[src/hw/rtl/delayed_wave_force_law_macros.svh]
// assertion macros for the delayed wave force law block
// clocked on i_clk and disabled while i_rst_n is low in the including module
`ifndef DELAYED_WAVE_FORCE_LAW_MACROS_SVH
`define DELAYED_WAVE_FORCE_LAW_MACROS_SVH

// same-cycle implication
`define DWF_ASSERT_NOW(label, ante, cons, msg) \
    label: assert property (@(posedge i_clk) disable iff (!i_rst_n) (ante) |-> (cons)) \
        else $error(msg);

// next-cycle implication
`define DWF_ASSERT_NEXT(label, ante, cons, msg) \
    label: assert property (@(posedge i_clk) disable iff (!i_rst_n) (ante) |=> (cons)) \
        else $error(msg);

`endif

[src/hw/rtl/dwf_pkg.sv]
// shared types, constants and fixed point helpers for the delayed wave force law block
// no dependencies
`default_nettype none

package dwf_pkg;

    typedef logic signed [15:0] t_s16;
    typedef logic [47:0]        t_force3;

    typedef enum logic [1:0] {
        CFG_SPRING_GAIN  = 2'd0,
        CFG_WAVE_GAIN    = 2'd1,
        CFG_DAMPING_GAIN = 2'd2,
        CFG_DELAY_LENGTH = 2'd3
    } t_cfg_idx;

    typedef struct packed {
        logic ld1;
        logic ld2;
        logic ld3;
    } t_lane_ctl;

    localparam t_s16       SPRING_GAIN_RST  = 16'sd164;
    localparam t_s16       WAVE_GAIN_RST    = 16'sd4096;
    localparam t_s16       DAMPING_GAIN_RST = 16'sd0;
    localparam logic [8:0] DELAY_LENGTH_RST = 9'd1;

    // q4.12 product to integer, round half up
    function automatic logic signed [21:0] q12_round(input logic signed [33:0] p);
        logic signed [33:0] t;
        t = p + 34'sd2048;
        return t[33:12];
    endfunction

    function automatic t_s16 sat16(input logic signed [23:0] v);
        t_s16 res;
        if (v > 24'sd32767) begin
            res = 16'sh7fff;
        end else if (v < -24'sd32768) begin
            res = 16'sh8000;
        end else begin
            res = v[15:0];
        end
        return res;
    endfunction

endpackage

`default_nettype wire

[src/hw/rtl/dwf_lane.sv]
// one axis of the force law: spring and damping products, rounding, wave cancel
// depends on dwf_pkg; the delayed force comes from dwf_ring
`default_nettype none

module dwf_lane (
    input  wire logic              i_clk,
    input  wire dwf_pkg::t_lane_ctl i_ctl,
    input  wire dwf_pkg::t_s16     i_local_pos,
    input  wire dwf_pkg::t_s16     i_remote_pos,
    input  wire dwf_pkg::t_s16     i_local_vel,
    input  wire dwf_pkg::t_s16     i_spring_gain,
    input  wire dwf_pkg::t_s16     i_wave_gain,
    input  wire dwf_pkg::t_s16     i_damping_gain,
    input  wire dwf_pkg::t_s16     i_delayed,
    output dwf_pkg::t_s16          o_spring_new,
    output dwf_pkg::t_s16          o_spring,
    output dwf_pkg::t_s16          o_applied
);
    import dwf_pkg::*;

    logic signed [33:0] n_p_spring, r_p_spring;
    logic signed [31:0] n_p_damp, r_p_damp;
    logic signed [16:0] w_diff;
    logic signed [16:0] w_neg_gain;
    t_s16               r_spring2, r_spring3;
    logic signed [21:0] r_damp2, r_damp3;
    logic signed [31:0] n_p_wave, r_p_wave;
    logic signed [23:0] w_sum;

    always_comb begin
        w_diff     = 17'(i_local_pos) - 17'(i_remote_pos);
        w_neg_gain = -17'(i_spring_gain);
        n_p_spring = 34'(w_neg_gain) * 34'(w_diff);
        n_p_damp   = 32'(i_damping_gain) * 32'(i_local_vel);
    end

    assign o_spring_new = sat16(24'(q12_round(r_p_spring)));

    assign n_p_wave = 32'(i_wave_gain) * 32'(i_delayed);

    always_comb begin
        w_sum = 24'(r_spring3) - 24'(q12_round(34'(r_p_wave))) - 24'(r_damp3);
    end

    assign o_applied = sat16(w_sum);
    assign o_spring  = r_spring3;

    always_ff @(posedge i_clk) begin
        if (i_ctl.ld1) begin
            r_p_spring <= n_p_spring;
            r_p_damp   <= n_p_damp;
        end
        if (i_ctl.ld2) begin
            r_spring2 <= o_spring_new;
            r_damp2   <= q12_round(34'(r_p_damp));
        end
        if (i_ctl.ld3) begin
            r_p_wave  <= n_p_wave;
            r_spring3 <= r_spring2;
            r_damp3   <= r_damp2;
        end
    end

endmodule

`default_nettype wire

[config.mk]
export PLATFORM = sky130hd
export DESIGN_NAME = dwf_lane
export DESIGN_NICKNAME = d
export VERILOG_FILES = /design/src/hw/rtl/delayed_wave_force_law_macros.svh /design/src/hw/rtl/dwf_pkg.sv /design/src/hw/rtl/dwf_lane.sv
export SDC_FILE = /design/constraint.sdc
export NUM_CORES = 2
export LEC_CHECK = 0
export ABC_AREA = 1
export ABC_CLOCK_PERIOD_IN_PS = 9300
export BUFFER_PORTS_ARGS = -buffer_cell sky130_fd_sc_hd__clkbuf_2
export CORE_ASPECT_RATIO = 0.7
export CORE_MARGIN = 2
export CORE_UTILIZATION = 50
export CTS_CLUSTER_DIAMETER = 100
export DETAILED_ROUTE_END_ITERATION = 10
export GPL_TIMING_DRIVEN = 1
export MAX_ROUTING_LAYER = met4
export PLACE_DENSITY = 0.67
export SETUP_SLACK_MARGIN = 0.1
export SYNTH_ARGS = -nofsm -noshare
export SYNTH_HDL_FRONTEND = slang
export SYNTH_SLANG_ARGS = --single-unit
[constraint.sdc]
create_clock -name i_clk -period 9.3 [get_ports i_clk]
set_input_delay 0.93 -clock i_clk [delete_from_list [all_inputs] [get_ports i_clk]]
set_output_delay 0.93 -clock i_clk [all_outputs]
set_load 0.03 [all_outputs]
==> out/qor.yml <==
status:
  run_status: "complete, no violations"
cells_and_area:
  final_nets: 6188
  multi_input_area_um2: 30100
  n_fill_cell: 7463
  finalInstanceArea_um2: 42300
  regArea_um2: 4170
  final_cell_mix: "inv_1 (1387), nand2_1 (1136), fa_1 (839)"
  final_common_cell: "inv_1"
  drive_gt1_share_pct: 5.78
  area_delta_synth_final_pct: 5.73
timing:
  skew_ns: 0.0114
  hold_viol: 0
  worstMarginPinSlew_ns: 1.13
  slew_viol_final: 0
  slew_headroom_pct: 24.4
  tns_ns: 0
  fin_crit_ns: 8.06
  rsz0062_at_grt: "false"
  setup_violations: 0
  fmax_mhz: 124
  period_share_pct: 86.7
  setup_slack_ns: 1.24
die:
  core_region_area_um2: 79000
  num_rows: 86
  die_h_um: 241
  die_w_um: 342
  num_io_pins: 164
  start_util_pct: 50.7
  fp.dieArea_um2: 82400
worst_setup_path:
  cp.required_ns: 9.52
  crit_slowest_cell: "fa_1"
  endpoint_kind: "register"
  slowest_delay_ns: 0.56
  critPathKind: "in2reg"
  cp_max_fo: 15
  crit_path_frequent_cell: "nand2_1"
  arrival_ns: 8.28
  worst_setup_path_start_kind: "input port"
  reg2regPathDepth: 11
route:
  ant_nets: 0
  wl_per_cell_um: 16.4
  drtIter0Drc: 1964
  num_vias: 30400
  wl_met1_um: 46300
  post-route-drc-count: 0
  drt-total-wl_um: 98700
  firstDrtPassIters: 6
  dr_wl_met2_um: 43700
  dr.max_layer_used: "met4"
  wl_met3_um: 7460
  viasPerCell: 5.05
synth:
  yosys_most_used_dff: "edfxtp_1"
  synth_area_leader_cell: "fa_1"
  ys_ff_latch: 139
  avgSynthCellArea_um2: 8.21
  synth.distinct_cells: 51
  synth-edff-count: 139
  yosysWarnings: 0
  yosys-top-cells-area: "fa_1 (42%), inv_1 (13%), nand2_1 (11%), edfxtp_1 (10%), ha_1 (8.8%)"
  ys_async_sr_fraction_pct: 0
  ys_seq_area_share_pct: 10.4
  synth_cells: 4877
  synth_fp_nets: 6115
  synth_area_um2: 40000
  synth_top_area_share_pct: 41.9
grt:
  grt_overflow: 0
  grt_pass1_wl_um: 166000
  grt_usage_pct: 26.2
  grt_start_max_net_pins: 59
  grt_pass1_vias: 31500
  antenna_found_initial: 2
clocking:
  cts_buffers: 17
  cts_tree: "built"
  htreeDepth: 4
  clkTransAtPathRegs_ns: 0.06
  ctsHoldBuffers: 0
  post_cts_resized: 0
  clock_latency_ns: 0.43
  clock-sinks: 139
  cts_root_buf: "clkbuf_16"
  postCtsSetupBuffers: 0
  clockBufferDepth: 2
placed_design:
  place_area_um2: 41800
  post-dp-hpwl_um: 85600
  io_buffers: 163
  place_congestion: 0.943
  post-place-ws_ns: 0.940
min_path:
  hp-class: "reg2reg"
  min_path_cells: 0
flow_run:
  drv_cap: 0
==> cell usage after synthesis (7+ instances only) <==
cell type,number
a21boi_0,8
a21o_1,10
a21oi_1,147
a31oi_1,7
buf_2,10
clkbuf_1,104
edfxtp_1,139
fa_1,839
ha_1,283
inv_1,1387
nand2_1,1136
nand2_2,10
nand3_1,93
nand3_2,7
nand3b_1,8
nand4_1,29
nor2_1,281
nor3_1,27
nor4_1,13
o21ai_0,59
o21bai_1,12
or2_2,40
xnor2_1,49
xor2_1,114
==> critical path, delay by kind of cell <==
kind                       cells  cell delay (ns)
adders and majority gates      8             3.66
and+or+nand+nor               11             1.69
buffers and inverters          7             1.12
AOI/OAI and AO/OA              3             0.55
xor gates and xnor gates       1             0.29
==> per-stage QoR <==
stage                     hold slack (ns)  utilization, %  instances
after detailed placement            0.405            52.9       5987
final                               0.410            53.6       6021
after floorplan                     0.400               -       4877
after global placement              0.401            52.9       5987
after global routing                0.416            53.6       6021
after CTS                           0.409            53.6       6019
==> logic make-up after synthesis <==
kind of cell,Yosys count,synth area share [%]
buf+inv,1517,14.3
compound gates,270,3.79
flops,139,10.4
xor+xnor,163,3.57
fa+ha+maj,1122,50.8
simple gates,1666,17.1
==> per-layer routing <==
| layer | GRT usage [%] | vias to the layer above |
|---|---|---|
| met1 | 38.2 | 15000 |
| met3 | 3.87 | 87 |
| met5 | - | - |
| li1 | - | 14300 |
| met2 | 39.7 | 1011 |
| met4 | 3.69 | 0 |
==> flip-flops by register name (all words and copies together), names as in the netlist <==
| signal | count |
|---|---|
| r_damp3 | 21 |
| r_p_spring | 23 |
| r_p_wave | 21 |
| o_spring | 16 |
| r_spring2 | 16 |
| r_p_damp | 21 |
| r_damp2 | 21 |
==> final cells by class <==
cell class / instances / area share [%]
sequential: 139 / 9.86
clock buffer: 19 / 1.02
multi-input combinational: 3221 / 71.2
tap: 1056 / 3.12
timing repair buffer: 175 / 2.14
inverter: 1396 / 12.4
antenna: 2 / 0.0118
clock inverter: 13 / 0.307
==> path summary, 6_finish.rpt <==
path	to	slack (ns)	start
setup reg to reg	r_spring2[12]	6.71	r_p_spring[11]
hold reg to reg	r_damp3[5]	0.41	r_damp2[5]
setup / recovery	r_p_spring[19]	1.24	i_spring_gain[0]
hold / removal	r_damp3[5]	0.41	r_damp2[5]
Power is not shown: default switching activity piles up to over one toggle a cycle in this logic, so the estimate is an artifact.
